<file path="src/rtl/tbs_pkg.sv">
// Shared constants, codes and types of the tolerance bracket search.
package tbs_pkg;

  localparam int MAX_PICKS = 64;
  localparam int NUM_KINDS = 4;
  localparam int DEPTH     = NUM_KINDS * MAX_PICKS;
  localparam int ADDR_W    = $clog2(DEPTH);
  localparam int IDX_W     = $clog2(MAX_PICKS);
  localparam int CNT_W     = $clog2(MAX_PICKS + 1);

  localparam logic OP_LOAD  = 1'b0;
  localparam logic OP_QUERY = 1'b1;

  localparam logic [1:0] REG_PICK_COUNT  = 2'd0;
  localparam logic [1:0] REG_SCREEN_TOL  = 2'd1;
  localparam logic [1:0] REG_FIXED_TOL   = 2'd2;

  typedef enum logic [1:0] {
    ST_IDLE,
    ST_SCAN,
    ST_NEIGH,
    ST_DONE
  } state_t;

  typedef struct packed {
    logic               use_screen_tol;
    logic signed [31:0] time_value;
    logic [5:0]         entry_index;
    logic [1:0]         kind;
    logic               op;
  } item_t;

  typedef struct packed {
    logic [30:0]        tol;
    logic signed [31:0] upper_base;
    logic               has_upper;
    logic signed [31:0] lower_base;
    logic               has_lower;
    logic [6:0]         pick_index;
    logic               is_insert;
  } res_t;

endpackage

</file>
<file path="src/rtl/tbs_ctrl.sv">
// Scan sequencer: loads, table scan one entry per cycle, neighbour fetch.
module tbs_ctrl (
  input  logic                       clk,
  input  logic                       rst,
  input  logic                       in_valid,
  output logic                       in_ready,
  input  tbs_pkg::item_t             item,
  input  logic [6:0]                 pick_count,
  input  logic [30:0]                screen_tolerance,
  input  logic [30:0]                fixed_tolerance,
  output logic                       ram_we,
  output logic [tbs_pkg::ADDR_W-1:0] ram_waddr,
  output logic [31:0]                ram_wdata,
  output logic                       ram_re,
  output logic [tbs_pkg::ADDR_W-1:0] ram_raddr,
  input  logic [31:0]                ram_rdata,
  output tbs_pkg::res_t              res,
  output logic                       res_valid,
  input  logic                       res_ready
);
  import tbs_pkg::*;

  state_t             state;
  state_t             state_next;
  logic signed [31:0] t;
  logic [30:0]        tol;
  logic [CNT_W-1:0]   cnt;
  logic [ADDR_W-1:0]  base;
  logic [IDX_W-1:0]   i;
  logic signed [31:0] prev;
  logic               fb_found;
  logic [IDX_W-1:0]   fb_idx;
  logic signed [31:0] fb_lo;
  logic signed [31:0] fb_hi;

  logic               accept;
  logic signed [31:0] p;
  logic signed [33:0] diff;
  logic signed [33:0] tol_ext;
  logic               hit;
  logic               bigger;
  logic               last;
  logic [CNT_W-1:0]   cnt_in;
  logic               kind_ok;
  logic [30:0]        tol_sel;

  assign accept  = in_valid && in_ready;
  assign p       = signed'(ram_rdata);
  assign diff    = {{2{p[31]}}, p} - {{2{t[31]}}, t};
  assign tol_ext = signed'({3'b000, tol});
  assign hit     = (diff <= tol_ext) && (diff >= -tol_ext);
  assign bigger  = p > t;
  assign last    = (CNT_W'(i) + CNT_W'(1)) == cnt;
  assign kind_ok = int'(item.kind) < NUM_KINDS;
  assign tol_sel = item.use_screen_tol ? screen_tolerance : fixed_tolerance;

  always_comb begin
    if (!kind_ok) begin
      cnt_in = '0;
    end else if (int'(pick_count) > MAX_PICKS) begin
      cnt_in = CNT_W'(MAX_PICKS);
    end else begin
      cnt_in = CNT_W'(pick_count);
    end
  end

  always_comb begin
    state_next = state;
    case (state)
      ST_IDLE: begin
        if (accept) begin
          if (item.op == OP_QUERY && cnt_in != '0) begin
            state_next = ST_SCAN;
          end else begin
            state_next = ST_DONE;
          end
        end
      end
      ST_SCAN: begin
        if (hit) begin
          state_next = last ? ST_DONE : ST_NEIGH;
        end else if (last) begin
          state_next = ST_DONE;
        end
      end
      ST_NEIGH: state_next = ST_DONE;
      ST_DONE: begin
        if (res_ready) begin
          state_next = ST_IDLE;
        end
      end
      default: state_next = ST_IDLE;
    endcase
  end

  always_comb begin
    in_ready  = 1'b0;
    res_valid = 1'b0;
    ram_we    = 1'b0;
    ram_re    = 1'b0;
    ram_raddr = base + ADDR_W'(i) + ADDR_W'(1);
    ram_waddr = ADDR_W'(int'(item.kind) * MAX_PICKS + int'(item.entry_index));
    ram_wdata = item.time_value;
    case (state)
      ST_IDLE: begin
        in_ready  = 1'b1;
        ram_raddr = ADDR_W'(int'(item.kind) * MAX_PICKS);
        ram_re    = in_valid && item.op == OP_QUERY;
        ram_we    = in_valid && item.op == OP_LOAD && kind_ok &&
                    int'(item.entry_index) < MAX_PICKS;
      end
      ST_SCAN:  ram_re = 1'b1;
      ST_NEIGH: ram_re = 1'b0;
      ST_DONE:  res_valid = 1'b1;
      default:  in_ready = 1'b0;
    endcase
  end

  always_ff @(posedge clk) begin
    if (rst) begin
      state <= ST_IDLE;
    end else begin
      state <= state_next;
    end
  end

  always_ff @(posedge clk) begin
    case (state)
      ST_IDLE: begin
        if (accept) begin
          t        <= item.time_value;
          tol      <= tol_sel;
          cnt      <= cnt_in;
          base     <= ADDR_W'(int'(item.kind) * MAX_PICKS);
          i        <= '0;
          fb_found <= 1'b0;
          if (item.op == OP_QUERY) begin
            res <= {tol_sel, 32'd0, 1'b0, 32'd0, 1'b0, 7'd0, 1'b1};
          end else begin
            res <= '0;
          end
        end
      end
      ST_SCAN: begin
        if (hit) begin
          res.is_insert  <= 1'b0;
          res.pick_index <= 7'(i);
          res.has_lower  <= i != '0;
          res.lower_base <= prev;
          res.has_upper  <= !last;
        end else begin
          prev <= p;
          i    <= i + IDX_W'(1);
          if (!fb_found && bigger) begin
            fb_found <= 1'b1;
            fb_idx   <= i;
            fb_lo    <= prev;
            fb_hi    <= p;
          end
          if (last) begin
            res.is_insert <= 1'b1;
            if (fb_found) begin
              res.pick_index <= 7'(fb_idx);
              res.has_lower  <= fb_idx != '0;
              res.lower_base <= fb_lo;
              res.has_upper  <= 1'b1;
              res.upper_base <= fb_hi;
            end else if (bigger) begin
              res.pick_index <= 7'(i);
              res.has_lower  <= i != '0;
              res.lower_base <= prev;
              res.has_upper  <= 1'b1;
              res.upper_base <= p;
            end else begin
              res.pick_index <= 7'(cnt);
              res.has_lower  <= 1'b1;
              res.lower_base <= p;
              res.has_upper  <= 1'b0;
            end
          end
        end
      end
      ST_NEIGH: res.upper_base <= p;
      ST_DONE:  res.tol <= res.tol;
      default:  res <= res;
    endcase
  end

endmodule

</file>
<file path="config.mk">
export PLATFORM = sky130hd
export DESIGN_NAME = tbs_ctrl
export DESIGN_NICKNAME = d
export VERILOG_FILES = /design/src/rtl/tbs_pkg.sv /design/src/rtl/tbs_ctrl.sv
export SDC_FILE = /design/constraint.sdc
export NUM_CORES = 1
export LEC_CHECK = 0
export BUFFER_PORTS_ARGS = -buffer_cell sky130_fd_sc_hd__buf_2
export CAP_MARGIN = 20
export CORE_UTILIZATION = 55
export DETAILED_ROUTE_END_ITERATION = 10
export PLACE_DENSITY = 0.85
export SYNTH_ARGS = -nofsm -noshare
export SYNTH_HDL_FRONTEND = slang
export SYNTH_SLANG_ARGS = --single-unit
</file>
<file path="constraint.sdc">
create_clock -name clk -period 8.2 [get_ports clk]
set_input_delay 0.41 -clock clk [delete_from_list [all_inputs] [get_ports clk]]
set_output_delay 0.41 -clock clk [all_outputs]
set_load 0.005 [all_outputs]
</file>
== Yosys cells after proc, flatten, opt, wreduce, memory -nomap -nowiden ==
Index checks and enable logic that the tools add are counted.

* Flip-flop bits (word level): 288
* Logic and storage cells: 95
* Output and inout bits: 157
* Input bits: 147

* Bitwise gates (word level): 2
* Order comparisons: 4
* Add/sub/neg operators: 7
* Reduce and logical (&&, ||, !) cells: 22
* Equal/unequal tests: 11
* Mux-type cells: 31

{| class="wikitable"
|+ Operator list
! cell !! count
|-
| $mux W74 || 2
|-
| $pmux W32 S3 || 1
|-
| $pmux W42 S2 || 1
|-
| $mux W73 || 1
|-
| $mux W32 || 2
|-
| $mux W42 || 1
|-
| $mux W41 || 1
|-
| $ge A33 B34 Y1 || 1
|-
| $neg A31 Y34 || 1
|-
| $le A33 B32 Y1 || 1
|-
| $sub A32 B32 Y33 || 1
|-
| $gt A32 B32 Y1 || 1
|-
| $mux W31 || 1
|-
| $add A8 B6 Y8 || 2
|-
| $mux W6 || 2
|-
| $pmux W6 S2 || 1
|-
| $reduce_and A3 Y1 || 4
|-
| $reduce_bool A6 Y1 || 2
|-
| $mux W2 || 5
|-
| $ne A2 B2 Y1 const B || 5
|-
| $add A8 B1 Y8 const B || 1
|-
| $mux W1 || 8
|-
| $mux W8 || 1
|-
| $pmux W2 S4 || 1
|-
| other kinds (19) || 30
|}

== Longest topological paths before layout ==
* Depth after elaboration: 7
* Gate-level depth with buffers: 24

== Worst setup path before layout ==
No wires, ideal clock.

* Path kind: flip-flop to flip-flop
* Start: reg tol[2]
* End: reg res[0] (netlist name) (enable)
* Clock period less this slack: 7.308 ns
* Cell stages (with the launch flop): 17
* Arrival: 6.853 ns
* Slack: 0.892 ns
* Cell sequence: edfxtp_1 > nor2_2 > and4_1 > nand2_2 > or4_1 > or4_4 > or4_4 > nand2b_4 > nor4_1 > ha_1 > and4_1 > a221oi_1 > o2111ai_1 > a21o_1 > a2bb2oi_4 > and2_1 > a21oi_1

* Cells in the longest elaborated chain, start to end: 5
* Elaborated cells between the ends (all ways): 6
* Those cells by class: add/sub: 1; order compare: 2; eq/ne: 1; reduce/logical: 2

{| class="wikitable"
|+ Ends and longest elaborated chain
! what !! RTL line !! RTL
|-
| start: declaration || tbs_ctrl.sv:26 || <nowiki>logic [30:0] tol;</nowiki>
|-
| start signal: assignment || tbs_ctrl.sv:132 || <nowiki>tol <= tol_sel;</nowiki>
|-
| $neg A31 Y34 || tbs_ctrl.sv:51 || <nowiki>assign hit = (diff <= tol_ext) && (diff >= -tol_ext);</nowiki>
|-
| $ge A33 B34 Y1 || tbs_ctrl.sv:51 ||
|-
| $logic_and A1 B1 Y1 (*) || tbs_ctrl.sv:51 ||
|-
| $ne A3 B3 Y1 (no line) (*) || -- ||
|-
| $reduce_and A3 Y1 (no line) (*) || -- ||
|-
| end signal: assignment || tbs_ctrl.sv:138 || <nowiki>res <= {tol_sel, 32'd0, 1'b0, 32'd0, 1'b0, 7'd0, 1'b1};</nowiki>
|-
| end: declaration || tbs_ctrl.sv:17 || <nowiki>output tbs_pkg::res_t res,</nowiki>
|}

Mark *: on every way between the ends. The rest lies on a longest branch, timed or not.
A chain may end at the register's enable or synchronous reset.

== Worst setup path in the final report ==
* Start: reg t[12]
* End: reg fb_hi[7] (enable)

* Cells in the longest elaborated chain, start to end: 5
* Elaborated cells between the ends (all ways): 8
* Those cells by class: add/sub: 1; order compare: 3; bitwise: 1; reduce/logical: 3

{| class="wikitable"
|+ Ends and longest elaborated chain
! what !! RTL line !! RTL
|-
| start: declaration || tbs_ctrl.sv:25 || <nowiki>logic signed [31:0] t;</nowiki>
|-
| start signal: assignment || tbs_ctrl.sv:131 || <nowiki>t <= item.time_value;</nowiki>
|-
| $sub A32 B32 Y33 || tbs_ctrl.sv:49 || <nowiki>assign diff = {{2{p[31]}}, p} - {{2{t[31]}}, t};</nowiki>
|-
| $ge A33 B34 Y1 or $le A33 B32 Y1 (tied branches) || tbs_ctrl.sv:51 ||
|-
| $logic_and A1 B1 Y1 || tbs_ctrl.sv:51 ||
|-
| $not A1 Y1 (no line) || -- ||
|-
| $reduce_and A3 Y1 (no line) (*) || -- ||
|-
| end signal: assignment || tbs_ctrl.sv:158 || <nowiki>fb_hi <= p;</nowiki>
|-
| end: declaration || tbs_ctrl.sv:34 || <nowiki>logic signed [31:0] fb_hi;</nowiki>
|}

Marks and branches as above.

==> flow_metrics.py <==
metrics = {
    "yosys": {
        "avgSynthCellArea_um2": 11.9,
        "synthSimpleGateAreaFrac_pct": 10.4,
        "netlist.area_leader.share_pct": 54.4,
        "seq_area_frac_synth_pct": 54.6,
        "synthArstFlopShare_pct": 0,
        "synth.area.top_cells": "edfxtp_1, ha_1, mux2i_1, xnor2_1, a21oi_1",
        "yosys.area.top_type": "edfxtp_1",
        "synth_compound_gate_area_share_pct": 11.0,
        "synth_top_family_by_area": "compound AO/OA/AOI/OAI gates",
        "synth_area_um2": 15800,
        "synth_most_common_cell": "edfxtp_1",
        "synth_seq_cells": 288,
        "synth-edff-count": 286,
        "synth_commonest_cells": "edfxtp_1, ha_1, inv_1",
        "ys_warn_count": 0,
        "synth_xor_area_share_pct": 3.83,
        "synth_mux_area_share_pct": 6.27,
        "syn-num-nets": 1577,
        "synth.distinct_cells": 66,
        "synthCells": 1325,
        "synthFlopType": "edfxtp_1",
        "synth-adder-area-share_pct": 8.37,
    },
    "global_routing": {
        "grt_pass1_vias": 10700,
        "grt_overflow": 0,
        "antenna_found_initial": 1,
        "grt_usage_pct": 24.5,
        "grt_pass1_wl_mm": 55.7,
        "grt_start_max_net_pins": 80,
    },
    "worst_setup_path": {
        "critPathLaunch": "t[12]$_DFFE_PP_",
        "worstSetupPathType": "reg -> reg",
        "r2r_slack_ns": 1.77,
        "crit_chain": "inv_1, ha_1, a2111oi_0, a21oi_1, a41oi_1, a21oi_1, or2_1, a31oi_1, nor2_1, a31oi_1, xnor2_1, ha_1, a21oi_1, o21ai_0, a221oi_1, nor2b_1, a31oi_1, a21o_1, a2bb2oi_4, and2_1, buf_4, and3_2, buf_4",
        "required_ns": 8.39,
        "crit_family": "compound AO/OA/AOI/OAI gates",
        "cp.buffers_inverters": 3,
        "crit_path_start_kind": "flop",
        "slowest_stage": "buf_4",
        "arrival_ns": 6.63,
        "rr_startpoint": "t[12]$_DFFE_PP_",
        "crit_fanout": 57,
        "cp_slowest_stage_delay_ns": 0.66,
        "ff2ff_path_depth": 23,
        "r2r_end": "fb_hi[7]$_DFFE_PP_",
        "end_kind": "flop",
    },
    "hold_path": {
        "holdPathEnd": "t[20]$_DFFE_PP_",
        "hp-class": "in -> reg",
        "min-delay-start": "item[29]",
        "whs_path_depth": 1,
    },
    "sta": {
        "slew_headroom_pct": 26.1,
        "setup_tns_ns": 0,
        "clock.fmax_mhz": 155,
        "finClkSkew_ns": 0.0145,
        "final_hold_viol_count": 0,
        "timing.final.crit_share_pct": 78.5,
        "report.final.slew_viol_count": 0,
        "tightestPinTransition_ns": 1.11,
        "rsz0062_at_grt": "false",
        "fin_crit_ns": 6.43,
        "setup_viol": 0,
    },
    "power_and_ir_drop": {
        "leakage_nw": 7.52,
        "p_per_area_nw_per_um2": 336,
        "ir_worst_vdd_mv": 0.223,
    },
    "clock_network": {
        "numCtsBuffers": 30,
        "postCtsHoldBufs": 0,
        "clock_tree.buffer_depth": 3,
        "path_clk_slew_ns": 0.07,
        "cts.sinks": 288,
        "cts_tree": "done",
        "cts_resized": 0,
        "clk_latency_ns": 0.57,
        "clockRootBuffer": "clkbuf_16",
        "cts_setup_buffers": 0,
        "htree_levels": 1,
    },
    "route": {
        "drc": 0,
        "drt_wl_total_mm": 36.4,
        "via_per_inst": 5.72,
        "wire_per_inst_um": 18.5,
        "vias": 11300,
        "drtAntennaViolNets": 0,
        "initialDrtViolationCount": 1071,
        "drt-pass1-iter-count": 5,
    },
    "floorplanning": {
        "start_util_pct": 56.4,
        "rows": 61,
        "ios": 304,
        "core-area_um2": 28000,
        "die-area_um2": 29400,
        "die_w_um": 171,
        "fp.dieH_um": 171,
    },
    "finish": {
        "seqCellArea_um2": 8630,
        "area_delta_synth_final_pct": 15.6,
        "drive_gt1_share_pct": 24.6,
        "fin_area_um2": 18200,
        "fillCellCount": 2066,
        "multiInputGateArea_um2": 6320,
        "final_nets": 1819,
    },
    "placed_design": {
        "place_area_um2": 17300,
        "hpwl_mm": 26.8,
        "place_congestion": 0.948,
        "port_buffers": 291,
    },
    "run": {
        "drv_cap": 0,
    },
    "outcome": {
        "status": "finished clean",
    },
}
==> flip-flops by register name, indices dropped and copies added, names as in the netlist <==
| name | flops |
|---|---|
| tol | 31 |
| fb_found | 1 |
| res | 105 |
| prev | 32 |
| fb_hi | 32 |
| t | 32 |
| i | 6 |
| base | 2 |
| state | 2 |
| cnt | 7 |
| fb_idx | 6 |
| fb_lo | 32 |
==> power breakdown <==
| group | switching (W) | internal, W |
|---|---|---|
| Sequential | 0.000172 | 0.00224 |
| Combinational | 0.00153 | 0.000888 |
| Clock | 0.000560 | 0.000739 |
==> through the flow <==
stage / util [%] / std cells / hold WS (ns) / worst slack [ns] / power (W)
4_1_cts: 65.1 / 1967 / 0.00699 / 1.74 / 0.00615
2_1_floorplan: - / 1325 / 0.427 / 0.892 / 0.00406
5_1_grt: 65.1 / 1968 / 0.00619 / 1.22 / 0.00651
3_3_place_gp: 61.7 / 1913 / 0.430 / 1.72 / 0.00476
6_report: 65.1 / 1968 / 0.0266 / 1.77 / 0.00613
3_5_place_dp: 61.7 / 1913 / 0.438 / 1.59 / 0.00484
==> kinds of logic after synthesis <==
| family | count (synthesis) |
|---|---|
| xor gates and xnor gates | 69 |
| DFF | 288 |
| adders and majority gates | 105 |
| buffers and inverters | 182 |
| AOI/OAI and AO/OA | 270 |
| muxes | 95 |
| and+or+nand+nor | 316 |
==> cell type report <==
class,instances,area share [%]
Clock buffer,35,4.22
Timing Repair Buffer,302,8.43
Tap cell,378,2.59
Sequential cell,288,47.3
Clock inverter,19,0.981
Inverter,90,1.85
Antenna cell,1,0.0137
Multi-Input combinational cell,855,34.6
==> cell usage in the layout (no fill, tap or decap), types with 3 or more instances in the layout <==
cell	netlist	final
or3_1	4	4
a21o_1	17	17
clkbuf_16	0	30
clkinv_1	1	8
xnor2_1	57	57
o211ai_1	5	5
inv_6	0	3
o21bai_1	7	7
o22ai_1	6	6
clkbuf_1	39	5
nand4_1	14	14
a211oi_1	7	7
o21ai_0	62	62
a311oi_1	32	32
nor4_1	12	12
mux2i_1	64	64
ha_1	104	104
clkinv_2	0	5
nand2b_1	10	10
a31oi_1	11	11
and3_1	7	6
a2111oi_0	3	3
nand3_1	24	24
a221oi_1	9	9
xor2_1	12	12
and2_1	67	66
inv_1	89	88
nand2_1	76	75
buf_4	44	11
nor2_1	53	53
and4_1	6	6
nor2b_1	15	15
nor3_1	17	17
mux2_2	31	31
a21oi_1	88	87
edfxtp_1	286	286
buf_2	4	291
==> worst max-delay path by stage <==
stage / to / slack (ns) / cells after the start
after floorplan: res[0]$_DFFE_PP_ / 0.89 / 16
after global placement: res[36]$_SDFFCE_PN0P_ / 1.72 / 25
after detailed placement: fb_idx[4]$_DFFE_PP_ / 1.59 / 23
after CTS: fb_hi[5]$_DFFE_PP_ / 1.74 / 21
after global routing: fb_lo[9]$_DFFE_PP_ / 1.22 / 21
final: fb_hi[7]$_DFFE_PP_ / 1.77 / 23
==> per-layer routing <==
metal	part of all wire [%]	GRT usage [%]	vias up	wire length, µm
met3	7.6	3.52	65	2790
met4	2.6	7.14	0	935
met2	47	41.0	534	17300
met1	42	33.0	5281	15500
li1	-	-	5377	-
met5	0	0	-	0
No activity file was read; power rests on OpenSTA's default activity.
