**src/rtl/tbs_pkg.sv**
```systemverilog
// Shared constants, codes and types of the tolerance bracket search.
package tbs_pkg;

  localparam int MAX_PICKS = 64;
  localparam int NUM_KINDS = 4;
  localparam int DEPTH     = NUM_KINDS * MAX_PICKS;
  localparam int ADDR_W    = $clog2(DEPTH);
  localparam int IDX_W     = $clog2(MAX_PICKS);
  localparam int CNT_W     = $clog2(MAX_PICKS + 1);

  localparam logic OP_LOAD  = 1'b0;
  localparam logic OP_QUERY = 1'b1;

  localparam logic [1:0] REG_PICK_COUNT  = 2'd0;
  localparam logic [1:0] REG_SCREEN_TOL  = 2'd1;
  localparam logic [1:0] REG_FIXED_TOL   = 2'd2;

  typedef enum logic [1:0] {
    ST_IDLE,
    ST_SCAN,
    ST_NEIGH,
    ST_DONE
  } state_t;

  typedef struct packed {
    logic               use_screen_tol;
    logic signed [31:0] time_value;
    logic [5:0]         entry_index;
    logic [1:0]         kind;
    logic               op;
  } item_t;

  typedef struct packed {
    logic [30:0]        tol;
    logic signed [31:0] upper_base;
    logic               has_upper;
    logic signed [31:0] lower_base;
    logic               has_lower;
    logic [6:0]         pick_index;
    logic               is_insert;
  } res_t;

endpackage

```
**src/rtl/tbs_out.sv**
```systemverilog
// Output register: applies tolerance to the neighbours with saturation.
module tbs_out (
  input  logic          clk,
  input  logic          rst,
  input  tbs_pkg::res_t res,
  input  logic          res_valid,
  output logic          res_ready,
  output logic          out_valid,
  input  logic          out_ready,
  output logic [79:0]   out_data,
  output logic [0:0]    out_user
);
  import tbs_pkg::*;

  logic signed [33:0] lo_sum;
  logic signed [33:0] hi_sum;
  logic signed [31:0] lo_sat;
  logic signed [31:0] hi_sat;
  logic signed [33:0] tol_ext;

  localparam logic signed [33:0] S32_MAX = 34'sh0_7FFF_FFFF;
  localparam logic signed [33:0] S32_MIN = -34'sh0_8000_0000;

  assign tol_ext   = signed'({3'b000, res.tol});
  assign lo_sum    = {{2{res.lower_base[31]}}, res.lower_base} + tol_ext;
  assign hi_sum    = {{2{res.upper_base[31]}}, res.upper_base} - tol_ext;
  assign res_ready = !out_valid || out_ready;

  always_comb begin
    if (!res.has_lower) begin
      lo_sat = '0;
    end else if (lo_sum > S32_MAX) begin
      lo_sat = 32'sh7FFF_FFFF;
    end else if (lo_sum < S32_MIN) begin
      lo_sat = 32'sh8000_0000;
    end else begin
      lo_sat = lo_sum[31:0];
    end
    if (!res.has_upper) begin
      hi_sat = '0;
    end else if (hi_sum > S32_MAX) begin
      hi_sat = 32'sh7FFF_FFFF;
    end else if (hi_sum < S32_MIN) begin
      hi_sat = 32'sh8000_0000;
    end else begin
      hi_sat = hi_sum[31:0];
    end
  end

  always_ff @(posedge clk) begin
    if (rst) begin
      out_valid <= 1'b0;
    end else if (res_ready) begin
      out_valid <= res_valid;
    end
  end

  always_ff @(posedge clk) begin
    if (res_ready && res_valid) begin
      out_user <= res.is_insert;
      out_data <= {7'b0, hi_sat, res.has_upper, lo_sat, res.has_lower, res.pick_index};
    end
  end

endmodule

```
**config.mk**
```make
export PLATFORM = sky130hd
export DESIGN_NAME = tbs_out
export DESIGN_NICKNAME = d
export VERILOG_FILES = /design/src/rtl/tbs_pkg.sv /design/src/rtl/tbs_out.sv
export SDC_FILE = /design/constraint.sdc
export NUM_CORES = 1
export LEC_CHECK = 0
export BUFFER_PORTS_ARGS = -buffer_cell sky130_fd_sc_hd__buf_2
export CAP_MARGIN = 20
export CORE_AREA = 2 2 118 120
export CTS_CLUSTER_DIAMETER = 150
export DETAILED_ROUTE_END_ITERATION = 7
export DIE_AREA = 0 0 120 122
export PLACE_DENSITY_LB_ADDON = 0.1
export SLEW_MARGIN = 20
export SYNTH_ARGS = -nofsm -noshare
export SYNTH_HDL_FRONTEND = slang
export SYNTH_SLANG_ARGS = --single-unit
```
**constraint.sdc**
```tcl
create_clock -name clk -period 3.2 [get_ports clk]
set_input_delay 0.48 -clock clk [delete_from_list [all_inputs] [get_ports clk]]
set_output_delay 0.48 -clock clk [all_outputs]
set_load 0.01 [all_outputs]
```
# ---- After elaboration in Yosys (flattened, before gate mapping)
# Index checks and enable logic that the tools add are counted.
dict set report totals {
  register_bits 75
  latchBits 0
  ram_bits 0
  mem_bits_ro 0
  input_bits 109
  wordCells 24
  n_memories 0
}
dict set report op_classes {
  addsub 2
  n_mul 0
  div 0
  order_cmp 4
  eq_ne 0
  n_shift 0
  n_mux 4
  bitwise_logic 2
  n_reduce_logical 5
}
# cell count
set op_table {}
lappend op_table {{$gt 33x32->1 const B} 2}
lappend op_table {{$lt 33x32->1 const B} 2}
lappend op_table {{$mux 32} 2}
lappend op_table {{$mux 31} 2}
lappend op_table {{$add 32x32->33} 1}
lappend op_table {{$sub 32x32->33} 1}
lappend op_table {{$reduce_or 2->1} 2}
lappend op_table {{$not 1->1} 2}
lappend op_table {{$logic_and 1x1->1} 1}
lappend op_table {{$logic_not 1->1} 1}
lappend op_table {{$logic_or 1x1->1} 1}

# ---- Longest topological paths before layout
# Gate-level depths: netlist of run 1.
dict set report logic_depth {
  word_depth 4
  depth_mapped 13
  mapped_depth_nobuf 12
}

# ---- Worst setup path after synthesis of run 1
# Ideal clock, no wire load.
dict set report synth_path {
  path_type {input -> register}
  startpoint {input port res[9] (netlist bit)}
  endpoint {register out_data[34], data pin}
  setup_time_ns 0.157
  t_arrival_ns 2.967
  required_time_ns 3.043
  path_slack_ns 0.076
  cell_stages 13
  n_path_buf 1
  cell_sequence {ha_1 -> inv_1 -> fa_1 -> and2b_1 -> o2111ai_1 -> a31oi_1 -> o22ai_2 -> o311ai_2 -> a21oi_1 -> nand2b_1 -> mux2_4 -> buf_6 -> o221ai_2}
}
dict set report synth_between {
  elab_chain_len 4
  word_cells_on_any_way 5
}
# element line_no
set synth_lines {}
lappend synth_lines {{start, declared} tbs_out.sv:5} ;# input tbs_pkg::res_t res,
lappend synth_lines {{$add 32x32->33 (*)} tbs_out.sv:25} ;# assign lo_sum = {{2{res.lower_base[31]}}, res.lower_base} + tol_ext;
lappend synth_lines {{$lt 33x32->1} tbs_out.sv:34} ;# end else if (lo_sum < S32_MIN) begin
lappend synth_lines {{$mux 32} tbs_out.sv:34}
lappend synth_lines {{$mux 31 (*)} tbs_out.sv:32} ;# end else if (lo_sum > S32_MAX) begin
lappend synth_lines {{end signal, assigned} tbs_out.sv:61} ;# out_data <= {7'b0, hi_sat, res.has_upper, lo_sat, res.has_lower, res.pick_index};
lappend synth_lines {{end, declared} tbs_out.sv:10} ;# output logic [79:0] out_data,
# Every way passes the cells marked *; elsewhere a longest branch is shown, timed or not.
# A chain may end at the register's enable or synchronous reset.

# ---- Worst setup path after layout of run 1
dict set report layout_path {
  startpoint {input port res[75] (netlist bit)}
  endpoint {register out_data[63], data pin}
}
dict set report layout_between {
  elab_chain_len 4
  word_cells_on_any_way 5
}
# element line_no
set layout_lines {}
lappend layout_lines {{$sub 32x32->33 (*)} tbs_out.sv:26} ;# assign hi_sum = {{2{res.upper_base[31]}}, res.upper_base} - tol_ext;
lappend layout_lines {{$lt 33x32->1} tbs_out.sv:43} ;# end else if (hi_sum < S32_MIN) begin
lappend layout_lines {{$mux 32} tbs_out.sv:43}
lappend layout_lines {{$mux 31 (*)} tbs_out.sv:41} ;# end else if (hi_sum > S32_MAX) begin
# Marked as above.

==> metrics, run 1 <==
result of the run=finished, final reports clean; buffer depth of the longest clock path=2; post-CTS setup repair buffer count=0; Slowest cell on crit path=or3_1; met1 WL=~8400 um; number of global-route vias before repair=between 5000 and 6000; minimum setup slack in the final design=roughly 220 ps; critical path class=in -> reg; wirelength, routed=between 15000 and 20000 um; Placed Cells incl. Taps=about 1100; number of H-tree levels=3; Hold Fails Final Rpt=0; measured slew at the worst slew-check pin=just over 900 ps; Max transition margin=a little under two fifths; combined global-route utilization of all metal layers=between 20% and 30%; unrepaired setup endpoints after global routing=false; most frequent CP cell=buf_4; number of detailed-route iterations in the first pass=4; top routing layer in use=met4; number of rows created at floorplan=43; hold_buf cts=0; Post-synth top flop=edfxtp_1; post-route setup TNS=0 ps; part of the Yosys area used for sequential elements=35.4%; yosys warns=0; Final Net Count=~1100; delay of the slowest critical-path stage=about 370 ps; Die X-Extent=120 um; area of the core=between 10000 and 15000 um2; number of top-level pins=between 150 and 200; starting DRC count in detailed routing=353; fmax=roughly 0.34 GHz; DRC violations left=0; Final min period=2980 ps; total die area=roughly 15000 um2; count of cell types in the netlist=between 60 and 70; Final Max Slew Viols=0; Maximum Capacitance Violations=0; critical path peak fanout=20; clock latency on the worst-skew pair=around 350 ps; Final Setup Violations=0; count of mapped cells out of synthesis=between 600 and 700; Req. time, crit path=around 3300 ps; total via count after detailed routing=5871; root buffer selected by CTS=clkbuf_16; # clock sinks=75; critical path, cell by cell=buf_2 > inv_1 > buf_4 > ha_1 > nor2b_1 > o31ai_2 > a31oi_1 > a221oi_2 > buf_4 > o21ai_2 > a31oi_4 > or3_1 > nand3_2 > buf_12 > o21ai_1; number of register bits inferred by synthesis=75; Diodes inserted=0; most frequent cells in the layout=184 x buf_2, 100 x a21oi_1, 74 x edfxtp_1, 62 x ha_1, 60 x buf_4; non-filler cells in the finished layout=1102; pin count of the biggest net entering global routing=75; CTS tree=done; Clock transition at path regs=50 ps; estimated wirelength of the detail-placed design=approximately 15000 um; leakage power total=roughly 0.004 uW; IR Drop Worst-Case VDD=around 0.00026 V; pre-CTS WS=-177 ps; die height=approximately 120 um; clock skew=8.93 ps; Worst Setup Start Kind=primary input; Port-buffer cells=between 150 and 200; crit share post-route=between 90% and 100%; final antenna-violating net count=0; Min-Delay Path Class=in -> reg; initial antenna violation count=0; count of cells resized by post-cts repair=0; initial cell density of the core=46.8%; amount of wire on met3 after detailed routing=approximately 850 um; global-route wire length before repair=28600 um; post-detailed-route via-to-cell ratio=around 5.3; synthesis-to-finish area growth=28.5%; number of enable-type register cells in the synthesized netlist=between 70 and 80; type of destination of the critical path=flop; most common library cell in the layout ignoring fill and taps=buf_2; cell area after technology mapping=between 6000 and 7000 um2; share of async-settable or async-resettable flops after synthesis=0%; fraction of final layout cells with drive strength greater than 1=31.0%; Arr. time, crit path=between 3000 and 4000 ps; final weighted congestion of routability-driven global placement=around 0.95; sum of overflow across all layers after global routing=0; Filler Cell Count=1250; total CTS buffers=9; length of routed met2 wiring=8720 um; Routed WL per cell=around 17 um; post-synthesis area per instance=about 9.3 um2; total power density per cell area=431 nW/um2
-- path summary, 6_finish.rpt --
kind              startpoint           end  slack (ps)  cells after the start
setup reg to reg   out_valid  out_data[13]        1620                      2
setup / recovery     res[75]  out_data[63]         220                     15
hold / removal           rst     out_valid         290                      2
hold reg to reg    out_valid     out_valid         520                      2
-- synth_stat cells, drive strengths merged (3+ instances only) --
| master | number | area share [%] |
|---|---|---|
| a211o | 5 | 0.69 |
| nor2 | 36 | 2.1 |
| a21boi | 3 | 0.36 |
| clkbuf | 12 | 0.71 |
| xor2 | 24 | 3.3 |
| o211a | 3 | 0.47 |
| o21ai | 43 | 3.5 |
| o221ai | 3 | 0.61 |
| a31oi | 8 | 1.1 |
| a211oi | 8 | 0.95 |
| o211ai | 9 | 1.1 |
| inv | 50 | 3.0 |
| or3 | 3 | 0.30 |
| and2 | 6 | 0.63 |
| edfxtp | 74 | 35 |
| a31o | 3 | 0.55 |
| xnor2 | 27 | 3.7 |
| and3 | 10 | 0.99 |
| nor3 | 4 | 0.32 |
| nand4 | 9 | 0.89 |
| a21o | 25 | 3.0 |
| nand3 | 17 | 1.5 |
| o21bai | 5 | 0.59 |
| nor2b | 7 | 0.69 |
| buf | 16 | 2.2 |
| nand2b | 15 | 1.5 |
| a21oi | 101 | 8.0 |
| ha | 62 | 12 |
| o21a | 9 | 1.1 |
| o31ai | 4 | 0.47 |
| nand2 | 49 | 2.9 |
| a221oi | 3 | 0.51 |
-- registers in the layout (all words and copies together), names as in the netlist --
name / count
out_data: 73
out_user: 1
out_valid: 1
-- routing by layer --
metal	global-route usage (%)	vias to the layer above
li1	-	2984
met2	41.5	156
met5	0	-
met3	3.42	17
met4	7.06	0
met1	33.6	2714
-- worst max-delay path, delay by kind of cell --
family / cells / cell delay [ps]
AOI/OAI and AO/OA: 6 / 930
adders and majority gates: 1 / 260
buffers and inverters: 5 / 650
and+or+nand+nor: 3 / 720
-- power by group --
| group | switching (uW) | total, uW | internal (uW) | leakage (uW) |
|---|---|---|---|---|
| clock network | 395 | 998 | 603 | 0.000135 |
| registers | 25.1 | 1230 | 1210 | 0.000743 |
| logic | 708 | 1270 | 567 | 0.00301 |
| total | 1130 | 3510 | 2380 | 0.00389 |
-- cells by family (layout without fill, tap and decap cells) --
| group | count (synthesis) | count (layout) | share of synthesized area, % |
|---|---|---|---|
| xor gates and xnor gates | 51 | 51 | 7.06 |
| and+or+nand+nor | 163 | 163 | 12.7 |
| DFF | 75 | 75 | 35.4 |
| AOI/OAI and AO/OA | 246 | 246 | 25.6 |
| other | 1 | 7 | 0.0593 |
| buffers and inverters | 78 | 312 | 5.89 |
| muxes | 2 | 4 | 0.396 |
| adders and majority gates | 64 | 64 | 12.9 |
-- area by class of cell --
type	instances	area (um2)	share of cell area, %
Multi-Input combinational cell	535	3770	46.3
Clock inverter	6	66.3	0.816
Sequential cell	75	2240	27.6
Timing Repair Buffer	246	1410	17.4
Inverter	50	188	2.31
Clock buffer	10	229	2.82
Tap cell	180	225	2.77
-- stage by stage --
step	area [um2]	total power, uW	util, %	hold slack (ps)
after floorplan	6350	2060	-	549
after global placement	7800	2490	57.8	504
after detailed placement	7800	2500	57.8	520
after CTS	8100	3510	60.0	286
after global routing	8130	3700	60.2	294
final	8130	3510	60.2	293
Power figures use the tool's default switching activity.
==> inputs of run 2 (changes only) <==
--- a/config.mk
+++ b/config.mk
@@ -11,6 +11,7 @@
 export CTS_CLUSTER_DIAMETER = 150
 export DETAILED_ROUTE_END_ITERATION = 7
 export DIE_AREA = 0 0 120 122
+export MAX_ROUTING_LAYER = met4
 export PLACE_DENSITY_LB_ADDON = 0.1
 export SLEW_MARGIN = 20
 export SYNTH_ARGS = -nofsm -noshare
==> metrics, run 2 (same netlist as run 1, synthesis figures left out) <==
register name with the most flops=out_data; buffer depth of the longest clock path=2 (unchanged); combined global-route utilization of all metal layers=25.6% (+0.78 points); setup slack of the worst register-to-register path=1610 ps (about the same); # clock sinks=75 (unchanged); total power density per cell area=438 nW/um2 (+1.5%); reg-to-reg critical path endpoint=out_data[14]; post-route setup TNS=0 ps (unchanged); switch share=31.3% (-0.83 points); clock latency on the worst-skew pair=340 ps (about the same); most frequent cells in the layout=184 x buf_2, 100 x a21oi_1, 74 x edfxtp_1, 64 x buf_4, 62 x ha_1; clock skew=8.90 ps (-0.0248 ps); Slowest cell on crit path=ha_1; Req. time, crit path=3280 ps (about the same); number of cells on the worst reg-to-reg path=2 (unchanged); number of top-level pins=192 (unchanged); post-detailed-route via-to-cell ratio=5.41 (+1.6%); fraction of final layout cells with drive strength greater than 1=31.2% (+0.22 points); wirelength, routed=18200 um (about the same); flip-flop count of the largest register after layout=73 (unchanged); critical path, cell by cell=buf_2 > inv_1 > ha_1 > nand2_1 > o21ai_0 > a21oi_1 > o211a_1 > a221oi_1 > buf_4 > a31oi_4 > or3_1 > nand3_2 > buf_12 > o21ai_1; DRC violations left=0 (unchanged); delay of the slowest critical-path stage=390 ps (+20 ps); net switching power of the design=1120 uW (-0.43%); critical path class=in -> reg; Arr. time, crit path=3100 ps (+40 ps); total die area=14600 um2 (unchanged); relative contribution of sequential cells to total power=34.4% (-0.8 points); initial antenna violation count=2 (+2); estimated wirelength of the detail-placed design=14900 um (+1.4%); Maximum Capacitance Violations=0 (unchanged); most common library cell in the layout ignoring fill and taps=buf_2; non-filler cells in the finished layout=1107 (+0.45%); IR Drop Worst-Case VDD=0.000232 V (-11%); RR Startpoint=out_valid; Die X-Extent=120 um (unchanged); Port-buffer cells=184 (unchanged); leakage power total=0.00393 uW (+0.99%); Max transition margin=37.4% (-0.86 points); number of rows created at floorplan=43 (unchanged); pin count of the biggest net entering global routing=75 (unchanged); crit-path leading delay family=compound AO/OA/AOI/OAI gates; Placed Cells incl. Taps=1089 (+0.46%); number of H-tree levels=3 (unchanged); Final Net Count=1093 (+0.28%); crit share post-route=94.6% (+1.5 points); Routed WL per cell=16.5 um (-0.46%); fmax=0.330 GHz (-1.5%); root buffer selected by CTS=clkbuf_16; Worst Setup Start Kind=primary input; area of the core=13500 um2 (unchanged); CTS tree=done; critical path peak fanout=18 (-10%); overall power after layout=3580 uW (+2.2%); Layout Utilization=60.6% (+0.40 points); endpoint of the most critical setup path=out_data[63]; synthesis-to-finish area growth=29.4%; type of destination of the critical path=flop; number of buffers and inverters on the critical path=4 (-1); number of logic stages on the critical path including buffering=14 (-1); Hold Fails Final Rpt=0 (unchanged); final weighted congestion of routability-driven global placement=0.995 (+4.3%); Final Max Slew Viols=0 (unchanged); result of the run=finished, final reports clean; Pint=2460 uW (+3.5%); total CTS buffers=9 (unchanged); share of power burned in combinational logic=35.6% (-0.7 points); initial cell density of the core=46.8% (unchanged); Regs by FF count=out_data x73, out_user x1, out_valid x1; post-CTS setup repair buffer count=0 (unchanged); total via count after detailed routing=5994 (+2.1%); Filler Cell Count=1209 (-3.3%); Final Setup Violations=0 (unchanged); Clk pwr share=29.9% (+1.4 points); global-route wire length before repair=28600 um (-0.17%); Final min period=3030 ps (+46.5 ps); unrepaired setup endpoints after global routing=false; starting DRC count in detailed routing=380 (+7.6%); die height=122 um (unchanged); origin of the worst setup path=res[96]; measured slew at the worst slew-check pin=939 ps (+12.8 ps); Clock transition at path regs=50 ps (about the same); number of global-route vias before repair=5768 (-0.26%); number of detailed-route iterations in the first pass=6 (+2); final antenna-violating net count=0 (unchanged); Min-Delay Path Class=in -> reg; sum of overflow across all layers after global routing=0 (unchanged)
==> run 2: changes by cell type in the layout (fill, tap and decap cells not counted), sizes merged <==
cell      previous run  this run
bufinv               1         2
clkinvlp             3         1
mux2                 3         1
clkinv               2         3
buf                246       251
diode                0         2
==> run 2: worst min path at each step <==
stage,endpoint,from,cells past startpoint
after floorplan,out_valid,rst,1
after global placement,out_valid,out_valid,2
after detailed placement,out_valid,out_valid,2
after CTS,out_valid,rst,2
after global routing,out_valid,rst,2
final,out_valid,rst,2
==> run 2: cell type report <==
class                      instances  area [um2]  share of cell area [%]
clock buffer                      10         229                    2.80
clock inverter                     6        90.1                    1.10
tap                              180         225                    2.75
timing repair buffer             251        1460                    17.9
inverter                          50         188                    2.29
sequential                        75        2240                    27.4
multi-input combinational        533        3740                    45.7
antenna                            2        5.00                  0.0612
==> run 2: what timing repair did <==
action,in CTS,in global routing
resized for setup,0,1
hold buffers,0,0
setup endpoints to repair,0,28
==> run 2: power by group through the flow <==
stage	Combinational (uW)	Sequential (uW)	Clock [uW]
floorplan	754	1310	0
global placement	1250	1250	0
detailed placement	1260	1250	0
CTS	1270	1240	1080
global route	1410	1240	1120
finish	1280	1230	1070
==> run 2: metrics by stage <==
step | instance area, um2 | setup WS, ps | hold slack, ps
after floorplan | 6350 | 75.6 | 549
after global placement | 7850 | -178 | 504
after detailed placement | 7850 | -200 | 518
after CTS | 8170 | 139 | 300
after global routing | 8180 | 13.7 | 308
final | 8180 | 174 | 307
==> run 2: routing by layer <==
| layer | global-route usage [%] | wire length [um] | vias up |
|---|---|---|---|
| met5 | - | 0 | - |
| met4 | 9.19 | 391 | 0 |
| met1 | 33.0 | 8500 | 2816 |
| li1 | - | - | 2978 |
| met3 | 3.60 | 852 | 31 |
| met2 | 41.3 | 8490 | 169 |
==> run 2: worst reg2reg max path, delay by kind of cell, from the launching register on <==
kind / cells / cell delay (ps)
flip-flops: 1 / 300
AND/OR/NAND/NOR: 2 / 870
==> inputs of run 3 (changes only) <==
--- a/config.mk
+++ b/config.mk
@@ -7,10 +7,10 @@
 export LEC_CHECK = 0
 export BUFFER_PORTS_ARGS = -buffer_cell sky130_fd_sc_hd__buf_2
 export CAP_MARGIN = 20
-export CORE_AREA = 2 2 118 120
+export CORE_AREA = 5 5 121 123
 export CTS_CLUSTER_DIAMETER = 150
 export DETAILED_ROUTE_END_ITERATION = 7
-export DIE_AREA = 0 0 120 122
+export DIE_AREA = 0 0 126 128
 export MAX_ROUTING_LAYER = met4
 export PLACE_DENSITY_LB_ADDON = 0.1
 export SLEW_MARGIN = 20
==> metrics, run 3 (same netlist as run 1, synthesis figures left out) <==
root buffer selected by CTS=clkbuf_16; post-detailed-route via-to-cell ratio=5.36 (-1.1%); top routing layer in use=met4; most common library cell in the layout ignoring fill and taps=buf_2; Filler Cell Count=1227 (+1.5%); critical path peak fanout=15 (-3); flip-flop count of the largest register after layout=73 (unchanged); number of buffers and inverters on the critical path=2 (-2); die height=128 um (+4.9%); final antenna-violating net count=0 (unchanged); Port-buffer cells=184 (unchanged); number of top-level pins=192 (unchanged); type of destination of the critical path=flop; Final Net Count=1093 (unchanged); pin count of the biggest net entering global routing=75 (unchanged); most frequent cells in the layout=184 x buf_2, 100 x a21oi_1, 74 x edfxtp_1, 62 x ha_1, 62 x buf_4; delay of the slowest critical-path stage=390 ps (about the same); crit share post-route=93.8% (-0.72 points); sum of overflow across all layers after global routing=0 (unchanged); cell area reported after detailed placement=7840 um2 (-0.19%); hold_buf cts=0 (unchanged); Slowest cell on crit path=fa_1; post-route setup TNS=0 ps (unchanged); length of routed met2 wiring=8940 um (+5.3%); post-CTS setup repair buffer count=0 (unchanged); relative contribution of sequential cells to total power=34.8% (+0.4 points); synthesis-to-finish area growth=29.2%; number of detailed-route iterations in the first pass=4 (-2); DRC violations left=0 (unchanged); Finished Cell Area=8170 um2 (-0.11%); initial antenna violation count=0 (-2); minimum setup slack in the final design=197 ps (+23.2 ps); measured slew at the worst slew-check pin=899 ps (-40.5 ps); Req. time, crit path=3380 ps (+100 ps); area of the core=13600 um2 (+0.40%); Die X-Extent=126 um (+5.0%); Min-Delay Path Class=in -> reg; Final Setup Violations=0 (unchanged); Routed WL per cell=16.9 um (+2.8%); clock latency on the worst-skew pair=350 ps (about the same); fmax=0.333 GHz (+0.77%); most frequent CP cell=a21oi_1; Maximum Capacitance Violations=0 (unchanged); total die area=16100 um2 (+10%); Diodes inserted=0 (-2); net switching power of the design=1150 uW (+2.1%); estimated wirelength of the detail-placed design=15300 um (+2.5%); Worst Setup Start Kind=primary input; worst hold slack=293 ps (-13.6 ps); Hold Fails Final Rpt=0 (unchanged); number of global-route vias before repair=5709 (-1.0%); IR Drop Worst-Case VDD=0.000300 V (+29%); total power density per cell area=433 nW/um2 (-1.2%); number of cells on the worst reg-to-reg path=3 (+1); Arr. time, crit path=3180 ps (+80 ps); register name with the most flops=out_data; area used by multi-input combinational logic=3770 um2 (+0.77%); critical path class=in -> reg; amount of wire on met3 after detailed routing=862 um (+1.2%); leakage power total=0.00392 uW (-0.20%); Placed Cells incl. Taps=1087 (-0.18%); switch share=32.4% (+1.1 points); number of rows created at floorplan=43 (unchanged); fraction of final layout cells with drive strength greater than 1=31.4% (+0.11 points); Max transition margin=40.0% (+2.6 points); clock skew=13.0 ps (+4.13 ps); final weighted congestion of routability-driven global placement=0.964 (-3.1%); non-filler cells in the finished layout=1105 (-0.18%); global-route wire length before repair=29000 um (+1.4%); Final min period=3000 ps (-23.2 ps); critical path, cell by cell=buf_2 > ha_1 > inv_1 > fa_1 > and2b_1 > o2111ai_1 > a31oi_2 > o22ai_2 > o311ai_2 > a21oi_1 > nand2b_2 > mux2_4 > a21oi_1; number of H-tree levels=3 (unchanged); number of cells traversed by the worst hold path=2 (unchanged); total CTS buffers=9 (unchanged); Regs by FF count=out_data x73, out_user x1, out_valid x1; Pint=2390 uW (-2.8%); Final Max Slew Viols=0 (unchanged); share of power burned in combinational logic=36.0% (+0.4 points); CTS tree=done; Clock transition at path regs=60 ps (about the same); # clock sinks=75 (unchanged); met1 WL=8480 um (-0.21%); combined flip-flop and latch cell area=2240 um2 (unchanged); crit-path leading delay family=compound AO/OA/AOI/OAI gates; initial cell density of the core=46.7% (-0.19 points); result of the run=finished, final reports clean; buffer depth of the longest clock path=2 (unchanged); number of logic stages on the critical path including buffering=13 (-1); combined global-route utilization of all metal layers=23.1% (-2.5 points); Clk pwr share=29.2% (-0.7 points); starting DRC count in detailed routing=332 (-13%); wirelength, routed=18700 um (+2.6%); total via count after detailed routing=5918 (-1.3%); pre-CTS WS=-240 ps (-39.2 ps)
## run 3: changes by cell type in the layout (fill, tap and decap cells not counted)
cell,change
inv_6,+3
buf_4,-2
diode_2,-2
bufinv_16,-1
clkinv_2,-1
clkinv_4,-1
mux2_2,+1
mux2_4,+1
nand2b_1,-1
nand2b_2,+1
## run 3: final cells by class
cell class,instances,area share [%]
clock buffer,10,2.80
timing repair buffer,249,17.7
inverter,50,2.30
sequential,75,27.4
clock inverter,6,0.888
multi-input combinational,535,46.1
tap,180,2.76
## run 3: stage by stage
step / total power, uW / utilization [%]
after floorplan: 2060 / -
after global placement: 2500 / 57.8
after detailed placement: 2510 / 57.8
after CTS: 3540 / 60.0
after global routing: 3750 / 60.3
final: 3540 / 60.3
## run 3: final timing paths
path / start / endpoint / slack, ps
hold / removal: rst / out_valid / 290
setup / recovery: res[74] / out_data[30] / 200
setup reg to reg: out_valid / out_data[17] / 1920
hold reg to reg: out_valid / out_valid / 520
## run 3: power groups by stage
stage	combinational [uW]	sequential, uW	clock [uW]
3_5_place_dp	1260	1250	0
2_1_floorplan	754	1310	0
6_report	1280	1230	1030
5_1_grt	1410	1240	1100
3_3_place_gp	1250	1250	0
4_1_cts	1260	1230	1050
## run 3: per-layer routing
| metal | global-route usage, % | up-vias |
|---|---|---|
| li1 | - | 2985 |
| met1 | 30.0 | 2740 |
| met2 | 37.0 | 162 |
| met3 | 3.67 | 31 |
| met4 | 7.82 | 0 |
| met5 | - | - |
## run 3: what timing repair did
action	in CTS	in global routing
gates resized for setup	0	3
hold endpoints to repair	0	0
setup endpoints to repair	0	30
